File: src/rtl/core/tfp_pkg.sv
// tfp_pkg: shared types, constants and helpers of the triangle frame projection
// used by every file of the block; depends on nothing else

package tfp_pkg;

  // fixed widths of the query and result words and of the config port
  localparam int IO_BITS  = 20;
  localparam int REG_W    = 60;
  localparam int CFG_IDX_W = 3;
  localparam int WIDE_W   = IO_BITS + 4;

  localparam logic signed [IO_BITS-1:0] OUT_MAX = {1'b0, {(IO_BITS-1){1'b1}}};
  localparam logic signed [IO_BITS-1:0] OUT_MIN = {1'b1, {(IO_BITS-1){1'b0}}};

  // configuration register indexes
  typedef enum logic [CFG_IDX_W-1:0] {
    REG_EDGE_AB      = 3'd0,
    REG_EDGE_AC      = 3'd1,
    REG_PLANE_NORMAL = 3'd2,
    REG_UPPER_NORMAL = 3'd3,
    REG_LOWER_NORMAL = 3'd4
  } reg_idx_t;

  // classified query passed from front to back
  typedef struct packed {
    logic signed [IO_BITS-1:0] qx;
    logic signed [IO_BITS-1:0] qy;
    logic signed [IO_BITS-1:0] qz;
    logic                      below;
  } item_t;

  // signed quotient from magnitude, sign and overflow, clamped to the word range
  function automatic logic signed [IO_BITS-1:0] sat_quot(input logic [IO_BITS-1:0] mag,
                                                         input logic neg,
                                                         input logic ovf);
    logic signed [IO_BITS+1:0] v;
    logic signed [IO_BITS-1:0] res;
    v = neg ? -$signed({2'b00, mag}) : $signed({2'b00, mag});
    if (ovf) begin
      res = neg ? OUT_MIN : OUT_MAX;
    end else if (v > (IO_BITS+2)'(OUT_MAX)) begin
      res = OUT_MAX;
    end else if (v < (IO_BITS+2)'(OUT_MIN)) begin
      res = OUT_MIN;
    end else begin
      res = $signed(v[IO_BITS-1:0]);
    end
    return res;
  endfunction

  // clamp a wide signed value to the word range
  function automatic logic signed [IO_BITS-1:0] sat_wide(input logic signed [WIDE_W-1:0] v);
    logic signed [IO_BITS-1:0] res;
    if (v > WIDE_W'(OUT_MAX)) begin
      res = OUT_MAX;
    end else if (v < WIDE_W'(OUT_MIN)) begin
      res = OUT_MIN;
    end else begin
      res = $signed(v[IO_BITS-1:0]);
    end
    return res;
  endfunction

endpackage

File: src/rtl/core/tfp_queue.sv
// tfp_queue: two-entry queue between front and back
// depends on tfp_pkg for the word type

module tfp_queue (
  input  logic           clk,
  input  logic           rst_n,
  input  logic           push_valid,
  output logic           push_ready,
  input  tfp_pkg::item_t push_item,
  output logic           pop_valid,
  input  logic           pop_ready,
  output tfp_pkg::item_t pop_item
);

  tfp_pkg::item_t mem [2];
  logic [1:0]     count_r, count_nxt;
  logic           wr_ptr_r, rd_ptr_r;
  logic           push, pop;

  assign push_ready = (count_r != 2'd2);
  assign pop_valid  = (count_r != 2'd0);
  assign push       = push_valid && push_ready;
  assign pop        = pop_valid && pop_ready;
  assign pop_item   = mem[rd_ptr_r];

  // occupancy
  always_comb begin
    count_nxt = count_r;
    unique case ({push, pop})
      2'b10:   count_nxt = count_r + 2'd1;
      2'b01:   count_nxt = count_r - 2'd1;
      default: count_nxt = count_r;
    endcase
  end

  always_ff @(posedge clk) begin
    if (!rst_n) begin
      count_r  <= 2'd0;
      wr_ptr_r <= 1'b0;
      rd_ptr_r <= 1'b0;
    end else begin
      count_r <= count_nxt;
      if (push) wr_ptr_r <= !wr_ptr_r;
      if (pop)  rd_ptr_r <= !rd_ptr_r;
    end
  end

  // storage
  always_ff @(posedge clk) begin
    if (push) mem[wr_ptr_r] <= push_item;
  end

  a_count_bound: assert property (@(posedge clk) disable iff (!rst_n)
    count_r != 2'd3) else $error("queue count out of range");
  a_ptr_gap: assert property (@(posedge clk) disable iff (!rst_n)
    (count_r == 2'd0 || count_r == 2'd2) |-> wr_ptr_r == rd_ptr_r)
    else $error("queue pointers disagree with count");
  a_push_count: assert property (@(posedge clk) disable iff (!rst_n)
    (push && !pop) |=> count_r == $past(count_r) + 2'd1)
    else $error("queue push lost");

endmodule

File: config.mk
export PLATFORM = sky130hd
export DESIGN_NAME = tfp_queue
export DESIGN_NICKNAME = d
export VERILOG_FILES = /design/src/rtl/core/tfp_pkg.sv /design/src/rtl/core/tfp_queue.sv
export SDC_FILE = /design/constraint.sdc
export NUM_CORES = 1
export LEC_CHECK = 0
export BUFFER_PORTS_ARGS = -buffer_cell sky130_fd_sc_hd__clkbuf_2
export CORE_MARGIN = 2
export CORE_UTILIZATION = 35
export DETAILED_ROUTE_END_ITERATION = 10
export SYNTH_ARGS = -nofsm -noshare
export SYNTH_HDL_FRONTEND = slang
export SYNTH_SLANG_ARGS = --single-unit
File: constraint.sdc
create_clock -name clk -period 6.4 [get_ports clk]
set_clock_uncertainty 0.15 [all_clocks]
set_input_delay 0.64 -clock clk [delete_from_list [all_inputs] [get_ports clk]]
set_output_delay 0.64 -clock clk [all_outputs]
set_load 0.03 [all_outputs]
==> out/qor.txt <==
Layout Nets = 422
Yosys top cell by area = edfxtp_1
cts hold-fix bufs = 0
Post-Synth Simple-Gate Area = 0.0119
DRT antenna net count = 0
Root Buffer = clkbuf_16
vias = 2,404
top post-synthesis cells by area = edfxtp_1 (79%), mux2_2 (15%), dfxtp_1 (2.2%)
Peak VDD IR = 278 uV
Die Footprint = 14,100 um2
R2R Path Start = count_r[0]$_SDFFE_PN0P_
Setup crit end = pop_item[41]
post-synthesis xor/xnor area fraction = 0.00569
critical path class = register to primary output
Final GP Congestion = 0.652
Crit Reg-Reg Endpoint = mem[0][41]$_DFFE_PP_
FILL cells = 1,124
fmax = 0.325 GHz
Worst-Margin Slew = 0.821 ns
vias in the first global route = 2,629
die height = 119 um
WL/cell = 15.1 um
clk_lat worst skew = 0.40 ns
fin cells = 541
chip width = 119 um
IO Port Bufs = 127
sw frac = 0.311
Synth Net Count = 280
Worst Hold Class = input pin to register
main combinational cell family by area after synthesis = multiplexers
# IOs = 128
RSZ-0062 raised after global routing = false
core footprint = 12,800 um2
cell row count = 41
postcts setup bufs = 0
Setup-failing EPs final = 0
post-synthesis cell type count = 20
setup TNS = 0 ns
CP Capture Type = primary output
R2R setup slack = 4.05 ns
Slew HR = 0.452
Antenna diodes = 0
maximum clock insertion buffer count = 2
largest net degree at the start of global routing = 62
clock sink total = 127
Final Core Density = 0.472
grt ovf = 0
Routed Wire Length = 8.18 mm
H-tree depth = 4
Synth Area per Inst = 21.6 um2
Clk pin slew, worst setup/hold paths = 0.05 ns
GRT busiest layer = met2
post-synthesis mux area share = 0.149
crit path launch type = register
Internal = 0.00192 W
Starting Density = 0.362
area grow syn2layout = 30.4%
post-CTS resize count = 0
Logic pwr share = 0.280
R2R cell count = 4
fraction of the yosys area taken by sequential cells = 0.815
post-synth design cell area = 4620 um2
Tcrit/Tclk final = 0.481
Starting DRT DRC Count = 162
Post-Syn Instances = 214
CTS tree = yes
P_sw = 0.000866 W
First-pass DRT Iterations = 4
grt met2 use = 0.205
area occupied by multi-input gates = 820 um2
post-synth top area share = 0.793
met3 usage = 0.0613
Leak Pwr = 2.28 nW
crit path DAT = 2.29 ns
register bit total from synthesis = 127
DRC = 0
DP Cell Count = 509
Min Clock Period, post-route = 3.08 ns
Power Dens Cells = 462 nW/um2
Total GRT Usage = 0.124
Hold Vio Cnt, Final = 0
sequential cell area = 3760 um2
share of cells above drive strength 1 = 0.602
initial antenna violation count = 0
count of yosys warnings during synthesis = 0
DP HPWL = 5.18 mm
Clock Power Share = 0.323
compound-cell area share of the yosys netlist = 0.00812
met1 Use GR = 0.138
first-pass GRT wire length = 13.1 mm
status = complete, no violations
Max Cap Violations = 0
sequential power share = 0.397
Via density = 4.44
CTS buffer count = 17
Worst Path Required = 5.61 ns
Slew Limit Fails = 0
Post-Synth Adder-Cell Area = 0.00271
worst-path fanout max = 37
==> through the flow <==
stage / total power (W) / area [um2] / setup slack, ns / hold WS, ns
after floorplan: 0.00170 / 4620 / 3.51 / 0.329
after global placement: 0.00191 / 5460 / 3.67 / 0.347
after detailed placement: 0.00192 / 5460 / 3.66 / 0.378
after CTS: 0.00283 / 6020 / 3.21 / 0.253
after global routing: 0.00292 / 6020 / 3.15 / 0.254
final: 0.00278 / 6020 / 3.32 / 0.277
==> power groups by stage <==
stage                     logic [W]  clock network (W)  registers [W]
after floorplan            0.000607                  0        0.00109
after global placement     0.000790                  0        0.00112
after detailed placement   0.000793                  0        0.00112
after CTS                  0.000796           0.000928        0.00111
after global routing       0.000833           0.000967        0.00112
final                      0.000779           0.000900        0.00111
==> cell type report <==
class,instances,share of cell area
clock buffers,25,0.0789
clock inverters,7,0.0145
inverters,1,0.000623
multi-input cells,79,0.136
flip-flops and latches,127,0.625
well taps,172,0.0357
repair buffers,130,0.109
==> worst min-delay path by stage <==
stage / end / cells past startpoint / startpoint
floorplan: count_r[1]$_SDFFE_PN0P_ / 2 / count_r[1]$_SDFFE_PN0P_
global placement: count_r[1]$_SDFFE_PN0P_ / 2 / count_r[1]$_SDFFE_PN0P_
detailed placement: count_r[1]$_SDFFE_PN0P_ / 2 / count_r[1]$_SDFFE_PN0P_
CTS: mem[0][33]$_DFFE_PP_ / 1 / push_item[33]
global route: mem[1][34]$_DFFE_PP_ / 1 / push_item[34]
finish: mem[1][48]$_DFFE_PP_ / 1 / push_item[48]
==> layer usage <==
layer / routed length (um) / share of wire
met3: 531 / 0.065
met5: 0 / 0
met2: 4310 / 0.53
met1: 3280 / 0.40
met4: 60 / 0.0073
==> worst max-delay path, stage by stage, from the launching register on <==
cell and delay [ns]:
dfxtp_2 0.71, buf_4 0.53, mux2_2 0.41, clkbuf_2 0.19
==> cells in the final DEF (no fill, tap or decap), types with 2 or more instances in the layout <==
cell type and count:
clkinv_2 4, buf_4 3, clkbuf_16 17, bufinv_16 2, clkbuf_2 127, xnor2_1 3, clkbuf_1 6, mux2_2 61
dfxtp_1 4, clkbuf_8 2, nor2b_1 2, edfxtp_1 122
==> kinds of logic (layout without fill, tap and decap cells) <==
logic type,after synthesis,after routing
buf+inv,8,163
compound gates,5,5
simple gates,9,9
mux,61,61
flops,127,127
fa+ha+maj,1,1
xor+xnor,3,3
==> flip-flops by register name, indices dropped and copies added, names as in the netlist, named ones only <==
register / flops
mem: 122
count_r: 2
rd_ptr_r: 1
wr_ptr_r: 1
==> cell usage after synthesis <==
| master | n |
|---|---|
| nor2b_1 | 2 |
| a21boi_1 | 1 |
| mux2_2 | 61 |
| and3_1 | 1 |
| or3_1 | 1 |
| a21bo_2 | 1 |
| a21boi_0 | 1 |
| nand2_1 | 1 |
| edfxtp_1 | 122 |
| or2_2 | 1 |
| buf_2 | 7 |
| ha_1 | 1 |
| nand2b_1 | 1 |
| and2_1 | 1 |
| nand3b_1 | 1 |
| o21a_1 | 1 |
| dfxtp_1 | 5 |
| o21ai_0 | 1 |
| inv_1 | 1 |
| xnor2_1 | 3 |
(Power assumes the default switching activity.)
