## config.mk

```make
export PLATFORM = sky130hd
export DESIGN_NAME = tfp_front_flat
export DESIGN_NICKNAME = d
export VERILOG_FILES = /design/src/rtl/core/tfp_pkg.sv /design/src/rtl/core/tfp_if.sv /design/src/rtl/core/tfp_front.sv /design/src/flat_wrapper.sv
export SDC_FILE = /design/constraint.sdc
export NUM_CORES = 2
export LEC_CHECK = 0
export BUFFER_PORTS_ARGS = -buffer_cell sky130_fd_sc_hd__buf_2
export CAP_MARGIN = 15
export CORE_MARGIN = 8
export CORE_UTILIZATION = 43
export DETAILED_ROUTE_END_ITERATION = 16
export GPL_TIMING_DRIVEN = 0
export PLACE_DENSITY = 0.56
export SLEW_MARGIN = 5
export SYNTH_ARGS = -nofsm -noshare
export SYNTH_HDL_FRONTEND = slang
export SYNTH_SLANG_ARGS = --single-unit
```

## constraint.sdc

```tcl
create_clock -name clk -period 9.8 [get_ports clk]
set_input_delay 0.49 -clock clk [delete_from_list [all_inputs] [get_ports clk]]
set_output_delay 0.49 -clock clk [all_outputs]
set_load 0.1 [all_outputs]
```

## src/rtl/core/tfp_pkg.sv

```systemverilog
// tfp_pkg: shared types, constants and helpers of the triangle frame projection
// used by every file of the block; depends on nothing else

package tfp_pkg;

  // fixed widths of the query and result words and of the config port
  localparam int IO_BITS  = 20;
  localparam int REG_W    = 60;
  localparam int CFG_IDX_W = 3;
  localparam int WIDE_W   = IO_BITS + 4;

  localparam logic signed [IO_BITS-1:0] OUT_MAX = {1'b0, {(IO_BITS-1){1'b1}}};
  localparam logic signed [IO_BITS-1:0] OUT_MIN = {1'b1, {(IO_BITS-1){1'b0}}};

  // configuration register indexes
  typedef enum logic [CFG_IDX_W-1:0] {
    REG_EDGE_AB      = 3'd0,
    REG_EDGE_AC      = 3'd1,
    REG_PLANE_NORMAL = 3'd2,
    REG_UPPER_NORMAL = 3'd3,
    REG_LOWER_NORMAL = 3'd4
  } reg_idx_t;

  // classified query passed from front to back
  typedef struct packed {
    logic signed [IO_BITS-1:0] qx;
    logic signed [IO_BITS-1:0] qy;
    logic signed [IO_BITS-1:0] qz;
    logic                      below;
  } item_t;

  // signed quotient from magnitude, sign and overflow, clamped to the word range
  function automatic logic signed [IO_BITS-1:0] sat_quot(input logic [IO_BITS-1:0] mag,
                                                         input logic neg,
                                                         input logic ovf);
    logic signed [IO_BITS+1:0] v;
    logic signed [IO_BITS-1:0] res;
    v = neg ? -$signed({2'b00, mag}) : $signed({2'b00, mag});
    if (ovf) begin
      res = neg ? OUT_MIN : OUT_MAX;
    end else if (v > (IO_BITS+2)'(OUT_MAX)) begin
      res = OUT_MAX;
    end else if (v < (IO_BITS+2)'(OUT_MIN)) begin
      res = OUT_MIN;
    end else begin
      res = $signed(v[IO_BITS-1:0]);
    end
    return res;
  endfunction

  // clamp a wide signed value to the word range
  function automatic logic signed [IO_BITS-1:0] sat_wide(input logic signed [WIDE_W-1:0] v);
    logic signed [IO_BITS-1:0] res;
    if (v > WIDE_W'(OUT_MAX)) begin
      res = OUT_MAX;
    end else if (v < WIDE_W'(OUT_MIN)) begin
      res = OUT_MIN;
    end else begin
      res = $signed(v[IO_BITS-1:0]);
    end
    return res;
  endfunction

endpackage

```

## src/rtl/core/tfp_if.sv

```systemverilog
// tfp_in_if / tfp_out_if: valid-ready channels of the query and result words
// depends on tfp_pkg for the word widths

interface tfp_in_if;
  logic                              valid;
  logic                              ready;
  logic signed [tfp_pkg::IO_BITS-1:0] query_x;
  logic signed [tfp_pkg::IO_BITS-1:0] query_y;
  logic signed [tfp_pkg::IO_BITS-1:0] query_z;

  modport source (output valid, query_x, query_y, query_z, input ready);
  modport sink   (input valid, query_x, query_y, query_z, output ready);
endinterface


```

## src/rtl/core/tfp_front.sv

```systemverilog
// tfp_front: accepts query words and classifies them against the plane normal
// depends on tfp_pkg and tfp_in_if

module tfp_front #(
  parameter int COMP_BITS = 20
) (
  input  logic                       clk,
  input  logic                       rst_n,
  tfp_in_if.sink                     in_ch,
  input  logic [tfp_pkg::REG_W-1:0]  plane_normal,
  output logic                       push_valid,
  input  logic                       push_ready,
  output tfp_pkg::item_t             push_item
);

  localparam int IO  = tfp_pkg::IO_BITS;
  localparam int EW  = 3 * COMP_BITS + tfp_pkg::REG_W;
  localparam int PRW = IO + COMP_BITS;
  localparam int SW  = PRW + 2;

  logic [EW-1:0]                pn_ext;
  logic signed [COMP_BITS-1:0]  pn [3];
  logic signed [PRW-1:0]        px, py, pz;
  logic signed [SW-1:0]         dot;
  logic                         fv_r;
  tfp_pkg::item_t               fitem_r;

  // unpack plane normal
  assign pn_ext = EW'(plane_normal);
  for (genvar i = 0; i < 3; i++) begin : g_unpack
    assign pn[i] = $signed(pn_ext[i*COMP_BITS +: COMP_BITS]);
  end

  // side test
  assign px  = PRW'(in_ch.query_x) * PRW'(pn[0]);
  assign py  = PRW'(in_ch.query_y) * PRW'(pn[1]);
  assign pz  = PRW'(in_ch.query_z) * PRW'(pn[2]);
  assign dot = SW'(px) + SW'(py) + SW'(pz);

  assign in_ch.ready = !fv_r || push_ready;

  // front register
  always_ff @(posedge clk) begin
    if (!rst_n) begin
      fv_r <= 1'b0;
    end else if (in_ch.ready) begin
      fv_r <= in_ch.valid;
    end
  end

  always_ff @(posedge clk) begin
    if (in_ch.valid && in_ch.ready) begin
      fitem_r.qx    <= in_ch.query_x;
      fitem_r.qy    <= in_ch.query_y;
      fitem_r.qz    <= in_ch.query_z;
      fitem_r.below <= dot[SW-1];
    end
  end

  assign push_valid = fv_r;
  assign push_item  = fitem_r;

endmodule

```

## src/flat_wrapper.sv

```systemverilog
// flat-port wrapper written by rule: the top's interface ports become plain ports
module tfp_front_flat 
#(
  parameter int COMP_BITS = 20
)
  (clk, rst_n, plane_normal, push_valid, push_ready, push_item, in_ch_valid, in_ch_query_x, in_ch_query_y, in_ch_query_z, in_ch_ready);
  tfp_in_if in_ch_i ();
  input  logic clk;
  input  logic rst_n;
  input  logic [tfp_pkg::REG_W-1:0] plane_normal;
  output logic push_valid;
  input  logic push_ready;
  output tfp_pkg::item_t push_item;
  input wire logic [$bits(in_ch_i.valid)-1:0] in_ch_valid;
  input wire logic [$bits(in_ch_i.query_x)-1:0] in_ch_query_x;
  input wire logic [$bits(in_ch_i.query_y)-1:0] in_ch_query_y;
  input wire logic [$bits(in_ch_i.query_z)-1:0] in_ch_query_z;
  output wire logic [$bits(in_ch_i.ready)-1:0] in_ch_ready;
  assign in_ch_i.valid = in_ch_valid;
  assign in_ch_i.query_x = in_ch_query_x;
  assign in_ch_i.query_y = in_ch_query_y;
  assign in_ch_i.query_z = in_ch_query_z;
  assign in_ch_ready = in_ch_i.ready;
  tfp_front #(.COMP_BITS(COMP_BITS)) u_core (.clk(clk), .rst_n(rst_n), .in_ch(in_ch_i), .plane_normal(plane_normal), .push_valid(push_valid), .push_ready(push_ready), .push_item(push_item));
endmodule
```

==> reports/results.txt <==
Outcome: finished, final reports clean
Mapped cell area: 47130 um^2
Initial Utilization: 43.30%
Ranking of synthesized cells by area: fa_1 (61%), inv_1 (12%), and2_1 (7.6%)
Sink Count: 62
Vias: 30373
Resized cells post-CTS: 3
Share of layout cells above drive strength 1: 3.056%
Cell Rows: 121
PortBufs: 130
GRT Residual Overflow: 0
HP Start: in_ch_query_y[3]
Full die area: 120500 um^2
Type of origin of the critical path: input pin
CP max FO: 16
Critical Path Start: in_ch_query_z[19]
Period utilization: 94.66%
Min-Delay Endpoint: u_core.push_item[24]$_DFFE_PP_
Ys async rst share: 0%
Nets: 6758
CP Data Arrival Time: 9.41 ns
R2r startpoint: u_core.push_valid$_SDFFE_PN0N_
Antenna violations before repair: 3
Number of top-level pins: 187
Worst R2R Setup Slack: 8.26 ns
R2R Path End: u_core.push_item[14]$_DFFE_PP_
Number of global-route vias before repair: 34291
Path type of the worst setup path: in2reg
Root Driver: clkbuf_16
Area grow syn2layout: 5.864%
Post-cts hold buffer count: 0
Synth Register Bits: 62
DR iter-0 viols: 1488
Routed Antenna Nets: 0
CP required: 9.93 ns
Post-synthesis cell count: 4794
Chip Height: 347.1 um
Commonest non-fill, non-tap cell in the layout: inv_1
Avg Cell Area, Syn: 9.831 um^2
Highest clock rate: 0.1078 GHz
Final WS setup: 0.5230 ns
Post-synth EDFFs: 61
GPL Wtd Cong: 0.9031
Post-Syn Nets: 6616
Clock-pin slew on the worst setup and hold paths: 0.08 ns
Highest-count cells in the layout ignoring fill and taps: inv_1 (1504), fa_1 (1442), and2_1 (573)
Netlist cell types: 31
Pre-antenna DRT Iters: 5
Sequential cell area fraction in the yosys report: 3.929%
Clock Path Buffers: 2
Core ar.: 108900 um^2
Total track usage: 22.74%
Setup Skew: 0.01278 ns
Worst slew pin tran: 0.9307 ns
Htree depth: 3
Share of the synthesized area in the top cell type: 61.25%
Crit path capture type: register
Via-to-Cell Ratio: 4.778
RSZ-0062 raised after global routing: false
Synth area leader: fa_1
DR WL/cell: 20.66 um
Final Hold Vio Count: 0
Max-Cap Viols: 0
First-pass GRT wire length: 208.2 mm
Hold Path Stages: 1
Warnings from Yosys: 0
Final setup violating endpoints: 0
Post-DP HPWL: 121.7 mm
CTS tree: built
Max-slew headroom: 37.38%
Placement Setup Slack: -1.214 ns
Slew Limit Fails: 0
Final min period: 9.277 ns
Synth Flop Type: edfxtp_1
R2R depth: 3
Clock Latency Late Sink: 0.42 ns
Final core occ: 45.84%
DRC Markers: 0
Hold/Removal Path Class: in2reg
Largest net degree at the start of global routing: 35
Postcts setup bufs: 0
Final wirelength: 131.3 mm
Die X: 347.1 um
Num CTS Buffers: 9
-- layer usage --
layer / GRT usage (%) / up-vias / wire [um]
met1: 31.92 / 16098 / 59700
met3: 3.837 / 167 / 7249
met5: 0 / - / 34
li1: - / 13353 / -
met2: 36.97 / 749 / 61070
met4: 5.504 / 6 / 3275
-- how the worst max path moves through the flow --
stage	endpoint	depth (start not counted)	slack (ns)
final	u_core.push_item[0]$_DFFE_PP_	26	0.52
after global routing	u_core.push_item[0]$_DFFE_PP_	27	0.02
after CTS	u_core.push_item[0]$_DFFE_PP_	27	0.13
after detailed placement	u_core.push_item[0]$_DFFE_PP_	27	-1.21
after global placement	u_core.push_item[0]$_DFFE_PP_	27	-1.23
after floorplan	u_core.push_item[0]$_DFFE_PP_	26	1.81
-- logic make-up (layout without fill, tap and decap cells) --
group | Yosys count | count (layout) | share of synthesized area [%]
flops | 62 | 62 | 3.929
fa+ha+maj | 1698 | 1698 | 68.05
other cells | 0 | 2 | 0
simple gates | 1233 | 1233 | 13.22
compound gates | 28 | 28 | 0.3743
buf+inv | 1744 | 1891 | 13.89
xor+xnor | 29 | 29 | 0.5389
-- area by class of cell --
cell class                      count  area [um^2]
Antenna cell                        2        5.005
Buffer                            240        900.9
Clock buffer                        9        225.2
Clock inverter                      7        82.58
Fill cell                       10544        58960
Inverter                         1504         5645
Multi-Input combinational cell   2988        38740
Sequential cell                    62         1852
Tap cell                         1414         1769
Timing Repair Buffer              131        670.6
-- flip-flops by register name, indices dropped and copies added, names as in the netlist --
name,flops
u_core.push_valid,1
u_core.push_item,61
-- synthesized netlist by cell type, types with 4 or more instances --
| library cell | n |
|---|---|
| o21ai_0 | 6 |
| clkbuf_1 | 237 |
| a21oi_1 | 8 |
| nand2_1 | 571 |
| nand3_1 | 4 |
| nand4_1 | 7 |
| nor2_1 | 19 |
| nand2b_1 | 17 |
| xor2_1 | 4 |
| ha_1 | 256 |
| nor4_1 | 4 |
| and2_1 | 576 |
| xnor2_1 | 25 |
| inv_1 | 1504 |
| nor2b_1 | 31 |
| edfxtp_1 | 61 |
| fa_1 | 1442 |
-- critical path: stages --
cell and delay (ns):
buf_2 0.11, clkbuf_1 0.50, nand2_1 0.43, inv_1 0.75, fa_1 0.56, inv_1 0.09
fa_1 0.38, inv_1 0.12, fa_1 0.48, fa_1 0.55, fa_1 0.50, inv_1 0.06
fa_1 0.50, fa_1 0.55, inv_1 0.05, fa_1 0.47, inv_1 0.05, fa_1 0.47
inv_1 0.05, ha_1 0.29, nand2_1 0.09, nor4_2 0.59, nand3_1 0.30, a31oi_1 0.50
nor4_1 0.25, xnor2_1 0.18
-- metrics by stage --
stage | cells | setup TNS [ns] | instance area, um^2 | hold WS, ns
floorplan | 4794 | 0 | 47130 | 0.5889
global placement | 6338 | -1.227 | 49550 | 0.5004
detailed placement | 6339 | -1.214 | 49570 | 0.5464
CTS | 6355 | 0 | 49890 | 0.2343
global route | 6355 | 0 | 49890 | 0.2557
finish | 6357 | 0 | 49890 | 0.2629
Power is not shown: default switching activity piles up to over one toggle a cycle in this logic, so the estimate is an artifact.
